**config.mk**
```make
export PLATFORM = sky130hd
export DESIGN_NAME = escaped_word_frame_encoder
export DESIGN_NICKNAME = d
export VERILOG_FILES = /design/src/design/ewfe_pkg.sv /design/src/design/ewfe_front.sv /design/src/design/ewfe_queue.sv /design/src/design/ewfe_back.sv /design/src/design/escaped_word_frame_encoder.sv
export SDC_FILE = /design/constraint.sdc
export NUM_CORES = 1
export LEC_CHECK = 0
export BUFFER_PORTS_ARGS = -buffer_cell sky130_fd_sc_hd__buf_2
export CORE_MARGIN = 2
export CORE_UTILIZATION = 57
export DETAILED_ROUTE_END_ITERATION = 16
export PLACE_DENSITY = 0.78
export SYNTH_ARGS = -nofsm -noshare
export SYNTH_HDL_FRONTEND = slang
export SYNTH_HIERARCHICAL = 1
export SYNTH_SLANG_ARGS = --single-unit
export TNS_END_PERCENT = 50
```
**constraint.sdc**
```tcl
create_clock -name clk_i -period 6.12 [get_ports clk_i]
set_input_delay 1.224 -clock clk_i [delete_from_list [all_inputs] [get_ports clk_i]]
set_output_delay 1.224 -clock clk_i [all_outputs]
set_load 0.02 [all_outputs]
```
**src/design/ewfe_pkg.sv**
```systemverilog
package ewfe_pkg;

  localparam int unsigned WORD_W              = 16;
  localparam int unsigned BYTE_W              = 8;
  localparam int unsigned WORDS_PER_FRAME_DEF = 16;
  localparam int unsigned QUEUE_DEPTH         = 2;

  localparam logic [BYTE_W-1:0] ESC_BYTE = 8'hFE;
  localparam logic [BYTE_W-1:0] HDR_BYTE = 8'h88;

  // One classified word handed from the front to the back
  typedef struct packed {
    logic [WORD_W-1:0] word;
    logic              header;
    logic              esc_lo;
    logic              esc_hi;
    logic              frame_end;
  } desc_t;

endpackage

```
**src/design/ewfe_front.sv**
```systemverilog
module ewfe_front #(
  parameter int unsigned WORDS_PER_FRAME = ewfe_pkg::WORDS_PER_FRAME_DEF
) (
  input  logic                        clk_i,
  input  logic                        rst_ni,
  input  logic                        in_valid_i,
  output logic                        in_stall_o,
  input  logic [ewfe_pkg::WORD_W-1:0] word_value_i,
  input  logic                        q_full_i,
  output logic                        q_push_o,
  output ewfe_pkg::desc_t             q_desc_o
);
  import ewfe_pkg::*;

  localparam int unsigned FRAME_SZ = (WORDS_PER_FRAME < 1) ? 1 : WORDS_PER_FRAME;
  localparam int unsigned POS_W    = (FRAME_SZ > 1) ? $clog2(FRAME_SZ) : 1;

  logic [POS_W-1:0] pos_q, pos_d;
  logic             last_of_frame;

  assign in_stall_o    = q_full_i;
  assign q_push_o      = in_valid_i && !q_full_i;
  assign last_of_frame = (pos_q == POS_W'(FRAME_SZ - 1));

  always_comb begin
    q_desc_o.word      = word_value_i;
    q_desc_o.header    = (pos_q == '0);
    q_desc_o.esc_lo    = (word_value_i[BYTE_W-1:0] == ESC_BYTE);
    q_desc_o.esc_hi    = (word_value_i[WORD_W-1:BYTE_W] == ESC_BYTE);
    q_desc_o.frame_end = last_of_frame;
  end

  always_comb begin
    pos_d = pos_q;
    if (q_push_o) begin
      pos_d = last_of_frame ? '0 : pos_q + POS_W'(1);
    end
  end

  always_ff @(posedge clk_i or negedge rst_ni) begin
    if (!rst_ni) begin
      pos_q <= '0;
    end else begin
      pos_q <= pos_d;
    end
  end

endmodule

```
**src/design/ewfe_queue.sv**
```systemverilog
module ewfe_queue (
  input  logic            clk_i,
  input  logic            rst_ni,
  input  logic            push_i,
  input  ewfe_pkg::desc_t desc_i,
  output logic            full_o,
  input  logic            pop_i,
  output logic            head_valid_o,
  output ewfe_pkg::desc_t head_o
);
  import ewfe_pkg::*;

  localparam int unsigned PTR_W = (QUEUE_DEPTH > 1) ? $clog2(QUEUE_DEPTH) : 1;
  localparam int unsigned CNT_W = $clog2(QUEUE_DEPTH + 1);

  desc_t            slot_q [QUEUE_DEPTH];
  logic [PTR_W-1:0] wr_q, wr_d, rd_q, rd_d;
  logic [CNT_W-1:0] cnt_q, cnt_d;

  assign full_o       = (cnt_q == CNT_W'(QUEUE_DEPTH));
  assign head_valid_o = (cnt_q != '0);
  assign head_o       = slot_q[rd_q];

  always_comb begin
    wr_d  = wr_q;
    rd_d  = rd_q;
    cnt_d = cnt_q;
    if (push_i) begin
      wr_d = (wr_q == PTR_W'(QUEUE_DEPTH - 1)) ? '0 : wr_q + PTR_W'(1);
    end
    if (pop_i) begin
      rd_d = (rd_q == PTR_W'(QUEUE_DEPTH - 1)) ? '0 : rd_q + PTR_W'(1);
    end
    if (push_i && !pop_i) begin
      cnt_d = cnt_q + CNT_W'(1);
    end else if (pop_i && !push_i) begin
      cnt_d = cnt_q - CNT_W'(1);
    end
  end

  always_ff @(posedge clk_i) begin
    if (push_i) begin
      slot_q[wr_q] <= desc_i;
    end
  end

  always_ff @(posedge clk_i or negedge rst_ni) begin
    if (!rst_ni) begin
      wr_q  <= '0;
      rd_q  <= '0;
      cnt_q <= '0;
    end else begin
      wr_q  <= wr_d;
      rd_q  <= rd_d;
      cnt_q <= cnt_d;
    end
  end

endmodule

```
**src/design/ewfe_back.sv**
```systemverilog
module ewfe_back (
  input  logic                        clk_i,
  input  logic                        rst_ni,
  input  logic                        head_valid_i,
  input  ewfe_pkg::desc_t             head_i,
  output logic                        pop_o,
  output logic                        out_valid_o,
  input  logic                        out_stall_i,
  output logic [ewfe_pkg::BYTE_W-1:0] out_byte_o,
  output logic                        run_last_o,
  output logic                        frame_last_o
);
  import ewfe_pkg::*;

  localparam logic [2:0] ST_START  = 3'd0;
  localparam logic [2:0] ST_HDR1   = 3'd1;
  localparam logic [2:0] ST_LO_ESC = 3'd2;
  localparam logic [2:0] ST_LO     = 3'd3;
  localparam logic [2:0] ST_HI_ESC = 3'd4;
  localparam logic [2:0] ST_HI     = 3'd5;
  // Only ever seen as the decoded step, never stored
  localparam logic [2:0] ST_HDR0   = 3'd6;

  logic [2:0]        step_q, step_d, cur;
  logic              load;
  logic [BYTE_W-1:0] byte_sel;
  logic              out_valid_q, out_valid_d;
  logic [BYTE_W-1:0] out_byte_q;
  logic              run_last_q, frame_last_q;

  assign load = head_valid_i && (!out_valid_q || !out_stall_i);

  always_comb begin
    cur = step_q;
    if (step_q == ST_START) begin
      if (head_i.header) begin
        cur = ST_HDR0;
      end else begin
        cur = head_i.esc_lo ? ST_LO_ESC : ST_LO;
      end
    end
  end

  always_comb begin
    byte_sel = ESC_BYTE;
    step_d   = step_q;
    case (cur)
      ST_HDR0: begin
        byte_sel = ESC_BYTE;
        step_d   = ST_HDR1;
      end
      ST_HDR1: begin
        byte_sel = HDR_BYTE;
        step_d   = head_i.esc_lo ? ST_LO_ESC : ST_LO;
      end
      ST_LO_ESC: begin
        byte_sel = ESC_BYTE;
        step_d   = ST_LO;
      end
      ST_LO: begin
        byte_sel = head_i.word[BYTE_W-1:0];
        step_d   = head_i.esc_hi ? ST_HI_ESC : ST_HI;
      end
      ST_HI_ESC: begin
        byte_sel = ESC_BYTE;
        step_d   = ST_HI;
      end
      ST_HI: begin
        byte_sel = head_i.word[WORD_W-1:BYTE_W];
        step_d   = ST_START;
      end
      default: begin
        byte_sel = ESC_BYTE;
        step_d   = ST_START;
      end
    endcase
    if (!load) begin
      step_d = step_q;
    end
  end

  // Retire the word on its high byte
  assign pop_o = load && (cur == ST_HI);

  always_comb begin
    out_valid_d = out_valid_q;
    if (load) begin
      out_valid_d = 1'b1;
    end else if (!out_stall_i) begin
      out_valid_d = 1'b0;
    end
  end

  always_ff @(posedge clk_i) begin
    if (load) begin
      out_byte_q   <= byte_sel;
      run_last_q   <= (cur == ST_HI);
      frame_last_q <= (cur == ST_HI) && head_i.frame_end;
    end
  end

  always_ff @(posedge clk_i or negedge rst_ni) begin
    if (!rst_ni) begin
      step_q      <= ST_START;
      out_valid_q <= 1'b0;
    end else begin
      step_q      <= step_d;
      out_valid_q <= out_valid_d;
    end
  end

  assign out_valid_o  = out_valid_q;
  assign out_byte_o   = out_byte_q;
  assign run_last_o   = run_last_q;
  assign frame_last_o = frame_last_q;

endmodule

```
**src/design/escaped_word_frame_encoder.sv**
```systemverilog
// Channel  | Handshake                     | Payload
// ---------+-------------------------------+------------------------------------
// in       | in_valid_i / in_stall_o       | word_value_i[15:0]
// out      | out_valid_o / out_stall_i     | out_byte_o[7:0], run_last_o, frame_last_o
//
// One byte leaves per cycle while a word waits and the output is not stalled;
// a word is sent as two bytes, four with a frame header, plus one for each
// escaped byte, from the byte sequencer through its output register.
// A two-entry queue lets words be taken while earlier ones are still sent.
// Reset clears the word position, the queue and the output valid.
// A stalled output holds its byte; input stalls only while the queue is full.
module escaped_word_frame_encoder #(
  parameter int unsigned WORDS_PER_FRAME = ewfe_pkg::WORDS_PER_FRAME_DEF
) (
  input  logic                        clk_i,
  input  logic                        rst_ni,
  input  logic                        in_valid_i,
  output logic                        in_stall_o,
  input  logic [ewfe_pkg::WORD_W-1:0] word_value_i,
  output logic                        out_valid_o,
  input  logic                        out_stall_i,
  output logic [ewfe_pkg::BYTE_W-1:0] out_byte_o,
  output logic                        run_last_o,
  output logic                        frame_last_o
);
  import ewfe_pkg::*;

  desc_t push_desc, head_desc;
  logic  q_full, q_push, q_pop, head_valid;

  ewfe_front #(
    .WORDS_PER_FRAME(WORDS_PER_FRAME)
  ) u_front (
    .clk_i       (clk_i),
    .rst_ni      (rst_ni),
    .in_valid_i  (in_valid_i),
    .in_stall_o  (in_stall_o),
    .word_value_i(word_value_i),
    .q_full_i    (q_full),
    .q_push_o    (q_push),
    .q_desc_o    (push_desc)
  );

  ewfe_queue u_queue (
    .clk_i       (clk_i),
    .rst_ni      (rst_ni),
    .push_i      (q_push),
    .desc_i      (push_desc),
    .full_o      (q_full),
    .pop_i       (q_pop),
    .head_valid_o(head_valid),
    .head_o      (head_desc)
  );

  ewfe_back u_back (
    .clk_i       (clk_i),
    .rst_ni      (rst_ni),
    .head_valid_i(head_valid),
    .head_i      (head_desc),
    .pop_o       (q_pop),
    .out_valid_o (out_valid_o),
    .out_stall_i (out_stall_i),
    .out_byte_o  (out_byte_o),
    .run_last_o  (run_last_o),
    .frame_last_o(frame_last_o)
  );

endmodule

```
==> results of run 1 <==
[through the flow]
stage / util [%] / hold slack (ns) / setup slack, ns / instances
floorplan: - / 0.4474 / 3.330 / 198
global placement: 61.35 / 0.4683 / 3.198 / 272
detailed placement: 61.35 / 0.4673 / 3.152 / 272
CTS: 65.77 / 0.4763 / 3.495 / 288
global route: 65.77 / 0.4983 / 3.380 / 288
finish: 65.77 / 0.4769 / 3.489 / 288
[power groups by stage]
stage | sequential (uW) | clock, uW | combinational (uW)
4_1_cts | 713 | 387 | 562
3_3_place_gp | 713 | 0 | 548
5_1_grt | 729 | 408 | 612
6_report | 713 | 379 | 557
3_5_place_dp | 721 | 0 | 557
2_1_floorplan | 724 | 0 | 457
[logic make-up (layout without fill, tap and decap cells)]
group / after synthesis / count (layout)
DFF: 62 / 62
muxes: 22 / 22
adders and majority gates: 3 / 3
AOI/OAI and AO/OA: 35 / 35
buffers and inverters: 31 / 54
and+or+nand+nor: 39 / 39
xor gates and xnor gates: 6 / 6
[area by class of cell]
cell class	count	area, sq um
Tap cell	67	83.83
Clock buffer	9	123.9
Timing Repair Buffer	33	170.2
Multi-Input combinational cell	105	880.8
Fill cell	360	1649
Sequential cell	62	1802
Clock inverter	7	88.84
Inverter	5	18.77
[layout by cell type (no fill, tap or decap), types with 2 or more instances in the layout]
cell type,Yosys,layout
sky130_fd_sc_hd__clkinvlp_4,0,2
sky130_fd_sc_hd__nor2b_1,4,4
sky130_fd_sc_hd__a21o_1,2,2
sky130_fd_sc_hd__o21ai_0,7,7
sky130_fd_sc_hd__o21ai_1,2,2
sky130_fd_sc_hd__nor3_2,2,2
sky130_fd_sc_hd__o21a_1,5,5
sky130_fd_sc_hd__mux2_4,19,19
sky130_fd_sc_hd__clkinv_2,0,2
sky130_fd_sc_hd__xnor2_1,2,2
sky130_fd_sc_hd__edfxtp_1,50,50
sky130_fd_sc_hd__nand2_1,3,3
sky130_fd_sc_hd__a21oi_1,9,9
sky130_fd_sc_hd__nand4b_1,2,2
sky130_fd_sc_hd__buf_2,1,31
sky130_fd_sc_hd__dfrtp_1,12,12
sky130_fd_sc_hd__and2_1,3,3
sky130_fd_sc_hd__nor2_1,9,9
sky130_fd_sc_hd__inv_1,4,4
sky130_fd_sc_hd__o22ai_1,3,3
sky130_fd_sc_hd__clkbuf_8,0,9
sky130_fd_sc_hd__buf_4,18,2
sky130_fd_sc_hd__bufinv_16,0,2
sky130_fd_sc_hd__and3_1,3,3
sky130_fd_sc_hd__nand2b_1,3,3
sky130_fd_sc_hd__nand4_1,2,2
sky130_fd_sc_hd__ha_1,3,3
sky130_fd_sc_hd__xor2_1,4,4
[sequential cells by signal, summed over array words and instances, names as in the netlist]
| signal | count |
|---|---|
| u_back/run_last_o | 1 |
| u_back/step_q | 3 |
| u_front/pos_q | 4 |
| u_queue/rd_q | 1 |
| u_queue/wr_q | 1 |
| u_back/frame_last_o | 1 |
| u_queue/cnt_q | 2 |
| u_queue/slot_q | 40 |
| u_back/out_valid_o | 1 |
| u_back/out_byte_o | 8 |
[worst paths after layout]
| check | end | slack [ns] | cells after the start |
|---|---|---|---|
| worst max-delay path | u_queue/cnt_q[1] | 3.49 | 8 |
| worst min-delay path | u_queue/cnt_q[1] | 0.48 | 1 |
| worst max register to register | u_queue/cnt_q[1] | 3.92 | 8 |
| worst min register to register | u_queue/cnt_q[1] | 0.48 | 1 |
| max in group asynchronous | u_back/step_q[1] | 5.14 | 1 |
| min in group asynchronous | u_back/out_valid_o | 0.77 | 1 |
[synth_stat cells (2+ instances only)]
library cell / n / area share [%]
sky130_fd_sc_hd__a21o_1: 2 / 0.52
sky130_fd_sc_hd__a21oi_1: 9 / 1.6
sky130_fd_sc_hd__and2_1: 3 / 0.65
sky130_fd_sc_hd__and3_1: 3 / 0.65
sky130_fd_sc_hd__buf_4: 18 / 4.7
sky130_fd_sc_hd__buf_6: 4 / 1.6
sky130_fd_sc_hd__clkbuf_1: 3 / 0.39
sky130_fd_sc_hd__dfrtp_1: 12 / 10
sky130_fd_sc_hd__edfxtp_1: 50 / 52
sky130_fd_sc_hd__ha_1: 3 / 1.3
sky130_fd_sc_hd__inv_1: 4 / 0.52
sky130_fd_sc_hd__mux2_4: 19 / 9.8
sky130_fd_sc_hd__nand2_1: 3 / 0.39
sky130_fd_sc_hd__nand2b_1: 3 / 0.65
sky130_fd_sc_hd__nand4_1: 2 / 0.43
sky130_fd_sc_hd__nand4b_1: 2 / 0.60
sky130_fd_sc_hd__nor2_1: 9 / 1.2
sky130_fd_sc_hd__nor2b_1: 4 / 0.86
sky130_fd_sc_hd__nor3_2: 2 / 0.69
sky130_fd_sc_hd__o21a_1: 5 / 1.3
sky130_fd_sc_hd__o21ai_0: 7 / 1.2
sky130_fd_sc_hd__o21ai_1: 2 / 0.35
sky130_fd_sc_hd__o22ai_1: 3 / 0.65
sky130_fd_sc_hd__xnor2_1: 2 / 0.60
sky130_fd_sc_hd__xor2_1: 4 / 1.2
[worst register-to-register path, cell delays in order, from the launching register on]
cell and delay, ns:
sky130_fd_sc_hd__dfrtp_1 0.41, sky130_fd_sc_hd__or2_2 0.14, sky130_fd_sc_hd__a21boi_2 0.62, sky130_fd_sc_hd__and3_1 0.30, sky130_fd_sc_hd__inv_1 0.06, sky130_fd_sc_hd__ha_1 0.18, sky130_fd_sc_hd__xor2_1 0.14, sky130_fd_sc_hd__nor2_1 0.12
sky130_fd_sc_hd__xor2_1 0.15
[layer usage]
metal  GRT usage [%]  wire (microns)
met1           21.89            1922
met5               0               0
met2           24.83            2026
met3           6.349             278
met4           7.018              17
==> run summary, run 1 <==
The flow ran to the end, and the final reports show no timing, DRC or antenna violations. In this run, the combinational gates consume 33.8% of the power. The startpoint identified for the worst hold timing path is u_queue/cnt_q[1]. After routing, the total negative slack on setup checks comes to 0 ns. The tools report the type of element launching the critical path as a primary input. The start of the worst register-to-register path was u_queue/cnt_q[0].

The detailed-router iteration count before antenna repair is 4, and the number of storage elements in the synthesis netlist is 62. The critical path class is primary input to flip-flop. The synthesized area divided by synthesized cell count came out at 14.64 sq um.

The tools report the post-synthesis net count as 221. Port buffer count: 31. The worst hold path belongs to the class flip-flop to flip-flop.

The core region area came out at 4817 sq um. For the worst clock skew on the final layout, the log shows 0.008608 ns. Worst-case headroom to the max-slew limit: 36.74%. The worst-case IR drop observed on VDD is 288.4 uV. The initial antenna violation count was 0; the synthesized-area fraction occupied by and/or/nand/nor cells was 8.463%. Entering global routing, the biggest net connects 22 pins.

Net switching is 32.71% of the power. The layout overhead on the synthesized area is 9.326%. The logs give 6582 microns for the global-route wire length before repair and 0 for the remaining antenna violation count. The final-report hold violation count was 0; the transition time of the tightest slew-check pin was 0.9490 ns.

The master of the slowest instance on the critical path is sky130_fd_sc_hd__a21boi_2. The async set or reset register ratio after synthesis was 19.35%; the fraction of the mapped netlist area in adder cells was 1.295%. In this run the worst path has a maximum fanout of 17. Dominant combinational cell family by area after synthesis: multiplexers. The sequential group share of total power came out at 43.2%. The longest individual stage delay on the worst path was 0.60 ns; the clock insertion delay at the later pin of the skew report was 0.33 ns. The number of clock sinks was 62; the total of max-cap violations was 0. For this run, the register share of the synthesized area comes to 62.18%. The completed layout was analyzed and its total power is 1650 uW.

In this run the horizontal extent of the chip is 75.30 microns. The final critical path takes up 42.99% of the cycle. The finished cells cover 3168 sq um.

The tools report the overall die area as 5670 sq um. The detailed router finished its first iteration with 123 violations. In this run, post-CTS repair resized a total of 0 instances.

Row generation in the floorplan step produced 25 rows. Data arrives at the worst endpoint at 2.89 ns. The required time at the endpoint of the critical path was 6.38 ns; the remaining routing DRC violations was 0.

The multiplexer fraction of the synthesized cell area is 10.97%. Leakage power: 0.001245 uW. The number of clock buffers added by TritonCTS is 9. After detailed routing, the average wire length per cell comes to 14.74 microns. For this design the total switching power over the nets is 539.7 uW.

The most numerous cell type found on the critical path is sky130_fd_sc_hd__xor2_1. The overall routed net length is 4244 microns, and the effective utilization at floorplan is 60.16%. Broken down by cell family, the worst path's largest delay share belongs to compound AO/OA/AOI/OAI gates. The total overflow left after global routing is 0. The total standard cell area after synthesis was 2898 sq um; the sum of buffers and inverters on the critical path was 2. Yosys printed 6 warnings. Summing all placed instances gives a cell area of 2955 sq um.

The share of final-layout standard cells stronger than drive strength 1 was 34.84%. The internal cell power came out at 1110 uW. The number of global-route vias before repair is 1,386, and the number of enable-type register cells in the synthesized netlist is 50. Tracing the worst setup path back leads to its startpoint at out_stall_i.

Setup repair after global routing left no endpoint under its margin. The signal on the critical path passes through buf_2 -> a21boi_2 -> and3_1 -> inv_1 -> ha_1 -> xor2_1 -> nor2_1 -> xor2_1. 32 I/O pins were placed.

The fraction of power consumed by the clock network was 23.0%. The y dimension of the die is 75.30 microns. For the top achievable clock speed, the log shows 380.1 MHz. Summing the areas of all compound-gate instances in the mapped netlist gives 7.858% of the synthesized area.

The clock passes through at most 2 buffers. The instance count of the mapped netlist is 198, and the post-synthesis cell type count is 45. Setup violations remaining at the end of the flow were counted as 0. The tools report the root cell of the clock tree as sky130_fd_sc_hd__clkbuf_8. STA classifies the critical path endpoint as a flip-flop. For the hold buffer count at cts, the log shows 0.

The number of nets in the layout is 239, and the post-detailed-placement half-perimeter wirelength is 2785 microns. The via density per instance came out at 5.316. For this design the ratio of total power to cell area is 520.7 nW/um^2. Summing the areas of all xor and xnor instances in the mapped netlist gives 1.813% of the synthesized area. Clock-pin slew was measured on the worst setup and hold paths at 0.07 ns. Most used flip-flop cell after synthesis: sky130_fd_sc_hd__edfxtp_1. TritonCTS built the clock tree.

The final weighted congestion in routability-driven placement was 0.7945; the shortest clock period the worst path allows after layout was 2.631 ns. The run gives 16.58% as the total global routing track utilization. The deepest level of the CTS H-tree was 3; the overall via count from detail_route was 1,531. The number of slew-limit violations in the final report is 0, and the number of setup buffers added after CTS is 0. The number of antenna diodes in the final layout is 0.
Power figures use the tool's default switching activity.
==> run 2, diff against run 1 <==
--- a/config.mk
+++ b/config.mk
@@ -5,6 +5,7 @@
 export SDC_FILE = /design/constraint.sdc
 export NUM_CORES = 1
 export LEC_CHECK = 0
+export ABC_AREA = 1
 export BUFFER_PORTS_ARGS = -buffer_cell sky130_fd_sc_hd__buf_2
 export CORE_MARGIN = 2
 export CORE_UTILIZATION = 57
==> constraint.sdc (replaced) <==
create_clock -name clk_i -period 2.45 [get_ports clk_i]
set_input_delay 0.49 -clock clk_i [delete_from_list [all_inputs] [get_ports clk_i]]
set_output_delay 0.49 -clock clk_i [all_outputs]
set_load 0.02 [all_outputs]
==> run summary, run 2 <==
After synthesis the netlist holds a flip-flop and latch count of 62. Yosys attributes the largest share of cell area to sky130_fd_sc_hd__edfxtp_1 (52%), sky130_fd_sc_hd__dfrtp_1 (10%), sky130_fd_sc_hd__mux2_4 (9.9%). The floorplan has 25 rows. The register with the most flip-flops in the layout has 40 of them. For this run, the detailed router's first-pass iteration total came to 4. The transition time of the tightest slew-check pin works out to 0.4230 ns.

The tools report the worst hold margin as 0.02944 ns. The type of element launching the critical path was a flip-flop. Overflow left after global routing: 0. A synthesized cell averages 13.15 sq um.

After synthesis, flip-flops and latches occupy 62.83% of the total area. The first global-routing pass estimated 6927 microns of wire. For the initial antenna violation count, the log shows 0.

Setup repair after global routing left no endpoint under its margin. Entering global routing, the biggest net connects 21 pins. For the synthesis warning total, the log shows 6. Core region area: 4786 sq um. Routability-driven placement finished with a final weighted congestion of 0.7123. The share of final-layout standard cells stronger than drive strength 1 was 33.06%; the remaining antenna violation count was 0.

End of the worst register-to-register path: u_queue/cnt_q[1]. Detailed placement finished with a half-perimeter wire length of 2966 microns. The power per unit of standard cell area was 1308 nW/um^2; the worst clock skew on the final layout was 0.004993 ns. The finished cells cover 3161 sq um.

For the effective utilization at floorplan, the log shows 59.92%. In the global route stage, overall resource usage came out at 17.40%. The run gives 4135 uW as the overall power after layout.

Across the run, the number of max-cap violations was 0. STA classifies the critical path endpoint as a flip-flop. The leading cell type by number of instances after synthesis is sky130_fd_sc_hd__edfxtp_1. The commonest cells after synthesis are sky130_fd_sc_hd__edfxtp_1 (50), sky130_fd_sc_hd__nand2_1 (26), sky130_fd_sc_hd__nand3_1 (21). The largest buffer count on any clock path was 2; the I/O pin count was 32.

Of all flip-flops after synthesis, the portion carrying an async set or reset was 19.35%. The start of the worst register-to-register path was u_back/step_q[0]. Summed over all instances, the cell type with the most area after synthesis is sky130_fd_sc_hd__edfxtp_1. After detailed routing, the average wire length per cell comes to 13.41 microns. Most common cell after layout, fill and taps aside: sky130_fd_sc_hd__edfxtp_1. The tightest min-delay check is of the primary input to asynchronous set/reset pin type. For the number of slew-limit violations in the final report, the log shows 0. The run finished with clean final reports. CTS placed an instance of sky130_fd_sc_hd__clkbuf_8 at the clock tree root.

In this run the horizontal extent of the chip is 74.93 microns. After technology mapping, the gate count stands at 218. The remaining routing DRC violations was 0. In the routed layout, each cell is associated on average with a via count of 5.022. For the number of global-route vias before repair, the log shows 1,554. The die is 74.93 microns tall. Measured against its own limit, the worst slew margin works out to 71.77%. Summed over its instances, the top area cell type makes up 52.36% of the synthesized netlist area. In the layout the commonest cells are sky130_fd_sc_hd__edfxtp_1 (50), sky130_fd_sc_hd__buf_2 (31), sky130_fd_sc_hd__nand2_1 (26), sky130_fd_sc_hd__nand3_1 (21). The logs give 9 for the CTS buffer count and 0 for the number of setup buffers added after CTS. The synthesized design contains 50 enable-type register cells.

The largest fanout of any net on the critical path is 8. The most used flip-flop cell after synthesis is sky130_fd_sc_hd__edfxtp_1. The logs give 0.001347 uW for the leakage power and 62 for the number of clock sinks.

In this run the number of H-tree levels came out at 3. VDD sags by at most 587.6 uV. The share of the clock period used by the worst path works out to 79.05%. STA puts the critical path data arrival time at 2.16 ns.

The die covers 5615 sq um. The clock insertion delay at the later pin of the skew report was 0.33 ns; the final worst-path setup slack was 0.5133 ns. Before CTS, the worst setup slack after placement is 0.5337 ns.

The accumulated negative setup slack was 0 ns; the length in cells of the worst reg-to-reg path was 12. Layout overhead on the synthesized area: 10.21%. The tools report the number of nets in the layout as 266.

The run gives 2972 sq um as the placement-stage cell area. The run gives 0 as the total of cells resized after clock tree synthesis. The run gives 241 as the post-synthesis net count.

The setup path with the least slack is of type flip-flop to flip-flop. More flip-flops sit in one register than any other, and that register is u_queue/slot_q. Clock-pin slew was measured on the worst setup and hold paths at 0.07 ns.

The diode insertion count for antenna repair came out at 0. The post-synthesis cell type count was 26; the worst setup slack for register-to-register paths was 0.51 ns. The shortest clock period the worst path allows after layout is 1.937 ns, and the overall via count from detail_route is 1,582. The run gives 0 as the hold buffer count at cts. The final-report hold violation count was 0; the total standard cell area after synthesis was 2868 sq um.

The port buffer count came out at 31. TritonCTS built the clock tree. After the first detailed-routing iteration, the DRC count stood at 79. Required time at the endpoint of the critical path: 2.67 ns.

Setup violations remaining at the end of the flow were counted as 0. Wires add up to 4223 microns. Top achievable clock speed: 516.3 MHz.
run 2: worst max-delay path by stage:
| stage | startpoint | end | slack (ns) | cells after the start |
|---|---|---|---|---|
| 2_1_floorplan | in_valid_i | u_queue/slot_q[0][0] | 0.40 | 4 |
| 3_3_place_gp | u_back/step_q[1] | u_queue/cnt_q[1] | 0.63 | 11 |
| 3_5_place_dp | u_back/step_q[0] | u_queue/cnt_q[1] | 0.53 | 12 |
| 6_report | u_back/step_q[0] | u_queue/cnt_q[1] | 0.51 | 12 |
| 5_1_grt | u_back/step_q[0] | u_queue/cnt_q[1] | 0.33 | 12 |
| 4_1_cts | u_back/step_q[0] | u_queue/cnt_q[1] | 0.51 | 12 |
run 2: final cells by class:
| class | instances | area [sq um] |
|---|---|---|
| clock buffer | 10 | 127.6 |
| clock inverter | 6 | 61.31 |
| fill | 339 | 1625 |
| inverter | 23 | 88.84 |
| multi-input combinational | 113 | 819.5 |
| sequential | 62 | 1802 |
| tap | 67 | 83.83 |
| timing repair buffer | 34 | 177.7 |
run 2: report_power, final:
group / leakage, uW / switching [uW] / internal, uW
Combinational: 0.000639 / 937 / 617
Sequential: 0.000612 / 144 / 1580
Clock: 0.0000964 / 389 / 468
Total: 0.00135 / 1470 / 2660
run 2: per-layer routing:
layer | global-route usage, % | share of wire [%]
met4 | 10.12 | 1.9
met3 | 4.819 | 4.2
met5 | 0 | 0
met1 | 21.55 | 46
met2 | 27.49 | 48
run 2: per-stage QoR:
stage,cells,util [%]
final,315,66.04
after global routing,315,66.04
after CTS,315,66.04
after detailed placement,299,62.09
after global placement,299,62.09
after floorplan,218,-
run 2: logic make-up (layout without fill, tap and decap cells):
| group | count (synthesis) | in the layout | synth area share, % |
|---|---|---|---|
| compound gates | 9 | 9 | 1.658 |
| mux | 20 | 20 | 10.34 |
| flops | 62 | 62 | 62.83 |
| xor+xnor | 4 | 4 | 1.222 |
| buf+inv | 43 | 73 | 8.595 |
| simple gates | 77 | 77 | 14.05 |
| fa+ha+maj | 3 | 3 | 1.309 |
run 2: worst max-delay path: stages, from the launching register on:
cell and delay (ns):
sky130_fd_sc_hd__dfrtp_1 0.39, sky130_fd_sc_hd__inv_1 0.12, sky130_fd_sc_hd__nor2_4 0.25, sky130_fd_sc_hd__inv_4 0.09, sky130_fd_sc_hd__nor2_8 0.14, sky130_fd_sc_hd__inv_2 0.05, sky130_fd_sc_hd__nor2_1 0.15, sky130_fd_sc_hd__inv_1 0.06
sky130_fd_sc_hd__ha_1 0.30, sky130_fd_sc_hd__inv_1 0.08, sky130_fd_sc_hd__nand3_1 0.07, sky130_fd_sc_hd__nand2_1 0.07, sky130_fd_sc_hd__nand2_1 0.05
==> run 3, diff against run 2 <==
==> constraint.sdc (replaced) <==
create_clock -name clk_i -period 1.85 [get_ports clk_i]
set_input_delay 0.37 -clock clk_i [delete_from_list [all_inputs] [get_ports clk_i]]
set_output_delay 0.37 -clock clk_i [all_outputs]
set_load 0.02 [all_outputs]
==> run summary, run 3 (same netlist as run 2, synthesis figures left out) <==
The run finished with clean final reports. Summed over all failing endpoints, the final setup total negative slack is 0 ns. For this design the ratio of total power to cell area is 1743 nW/um^2. The y dimension of the die is 74.93 microns. The effective utilization at floorplan came out at 59.92%.

TritonCTS built the clock tree. Compared with the post-synthesis result, the final layout area differs by 13.09%. The detail-routed net length per standard cell is 13.03 microns. In this run the clock root is driven by a sky130_fd_sc_hd__clkbuf_8. Entering global routing, the biggest net connects 21 pins. The count of nets left with antenna violations once routing finished came out at 0. For the remaining routing DRC violations, the log shows 0.

In this run, placement finished with an instance count of 303. For this design the static power due to leakage is 0.001383 uW. The overflow left after global routing was 0. Setup repair after global routing left no endpoint under its margin. For the utilization of the core after routing, the log shows 67.76%.

The clock passes through at most 2 buffers. The tools report the type of element launching the critical path as a flip-flop. Port buffer count: 31. After detailed routing, the total wire length is 4157 microns.

The clock net in this run drives a total of 62 sinks. The final cell count without fillers is 319. The initial antenna violation count came out at 0. The later pin in the worst-skew pair is clocked with a latency of 0.32 ns. The run gives 271 as the number of nets in the layout. The worst path in the final design needs a cycle of 1.715 ns, including I/O delays and setup. After clock tree synthesis, the clock-pin slew on the worst setup and hold paths is 0.07 ns.

VDD sags by at most 931.7 uV. STA puts the critical path data arrival time at 1.93 ns. The tools report the number of placement rows as 25. The CTS buffer count was 9.

The transition time of the tightest slew-check pin is 0.4287 ns. The setup path with the least slack is of type flip-flop to flip-flop. The die covers 5615 sq um. The first detailed-routing pass ran for 4 iterations.

The total global routing track utilization is 17.44%. u_queue/slot_q holds more flip-flops than any other register. Of all nets on the critical path, the largest fanout is 8. 0 antenna diodes ended up in the layout.

The final-report hold violation count is 0. The worst-case headroom to the max-slew limit is 71.39%, and the post-detailed-placement half-perimeter wirelength is 2908 microns. The class of the most critical hold timing path is primary input to flip-flop. The number of slew-limit violations in the final report is 0. For the worst setup path, the data required time is 2.07 ns. Routability-driven placement finished with a final weighted congestion of 0.7035. Across the routed clock network, the largest skew measured is 0.005128 ns. The most common cell after layout, fill and taps aside is sky130_fd_sc_hd__edfxtp_1.

Max-cap violations in this run came to 0. The share of the clock period used by the worst path was 92.71%; the number of setup buffers added after CTS was 0. The die is 74.93 microns wide.

The global-route wire length before repair came out at 6906 microns. Setup violations remaining at the end of the flow were counted as 0. The share of final-layout standard cells stronger than drive strength 1 came out at 34.52%.

The worst setup path is captured at a flip-flop. The number of global-route vias before repair is 1,531. The deepest level of the CTS H-tree came out at 3.

The via density per instance works out to 4.878. The core region area was 4786 sq um; the flip-flop count of the largest register, all copies and words added was 40. The I/O pin count came out at 32. The detailed router placed 1,556 vias in this run. The logs give 80 for the initial detailed-routing violation count and 583.0 MHz for the top achievable clock speed.

In the layout the commonest cells are sky130_fd_sc_hd__edfxtp_1 (50), sky130_fd_sc_hd__buf_2 (31), sky130_fd_sc_hd__nand2_1 (26), sky130_fd_sc_hd__nand3_1 (21), sky130_fd_sc_hd__mux2_4 (19).
## run 3: routing by layer
layer	global-route usage [%]	vias to the layer above	part of all wire, %
met5	0	-	0
met4	7.937	0	1.2
met3	6.827	6	5.1
met2	25.54	43	48
met1	23.14	711	46
li1	-	796	-
## run 3: area by class of cell
type | count | area, sq um
inverter | 23 | 88.84
clock inverter | 6 | 77.57
multi-input combinational | 113 | 824.5
clock buffer | 9 | 123.9
fill | 325 | 1543
tap | 67 | 83.83
sequential | 62 | 1802
timing repair buffer | 39 | 242.7
## run 3: through the flow
stage,cell area (sq um),power [uW],worst slack [ns],hold slack [ns]
after global routing,3243,6016,0.003141,0.2283
after CTS,3241,5696,0.08568,0.2329
after floorplan,2870,3970,0.1149,0.07441
final,3243,5652,0.1348,0.2443
after detailed placement,3029,4483,0.1163,0.2591
after global placement,3029,4422,0.1863,0.2624
## run 3: path summary, 6_finish.rpt
path                                  start               endpoint  slack, ns  cells past startpoint
max reg2reg                u_back/step_q[1]       u_queue/cnt_q[1]       0.13                     11
min reg2reg                u_queue/cnt_q[1]       u_queue/cnt_q[1]       0.49                      2
min                         word_value_i[8]  u_queue/slot_q[1][12]       0.24                      1
min in group asynchronous            rst_ni       u_front/pos_q[2]       0.45                      2
max                        u_back/step_q[1]       u_queue/cnt_q[1]       0.13                     11
max in group asynchronous            rst_ni     u_back/out_valid_o       1.20                      2
## run 3: critical path, cell delays in order (launching register included)
cell,delay (ns)
sky130_fd_sc_hd__dfrtp_1,0.45
sky130_fd_sc_hd__nor2_4,0.17
sky130_fd_sc_hd__inv_4,0.07
sky130_fd_sc_hd__nor2_8,0.13
sky130_fd_sc_hd__inv_2,0.06
sky130_fd_sc_hd__nor2_2,0.11
sky130_fd_sc_hd__inv_1,0.06
sky130_fd_sc_hd__ha_1,0.30
sky130_fd_sc_hd__inv_1,0.09
sky130_fd_sc_hd__nand3_1,0.08
sky130_fd_sc_hd__nand2_1,0.06
sky130_fd_sc_hd__nand2_1,0.04
## run 3: power breakdown
part / switching (uW) / internal (uW) / leakage, uW
logic: 1250 / 913 / 0.000667
clock network: 463 / 736 / 0.000104
registers: 197 / 2090 / 0.000612
total: 1910 / 3740 / 0.00138
## run 3: repair_timing
action | 4_1_cts | 5_1_grt
gates resized for setup | 0 | 2
hold buffers | 1 | 0
hold endpoints to repair | 12 | 0
endpoints found under the setup margin | 0 | 1
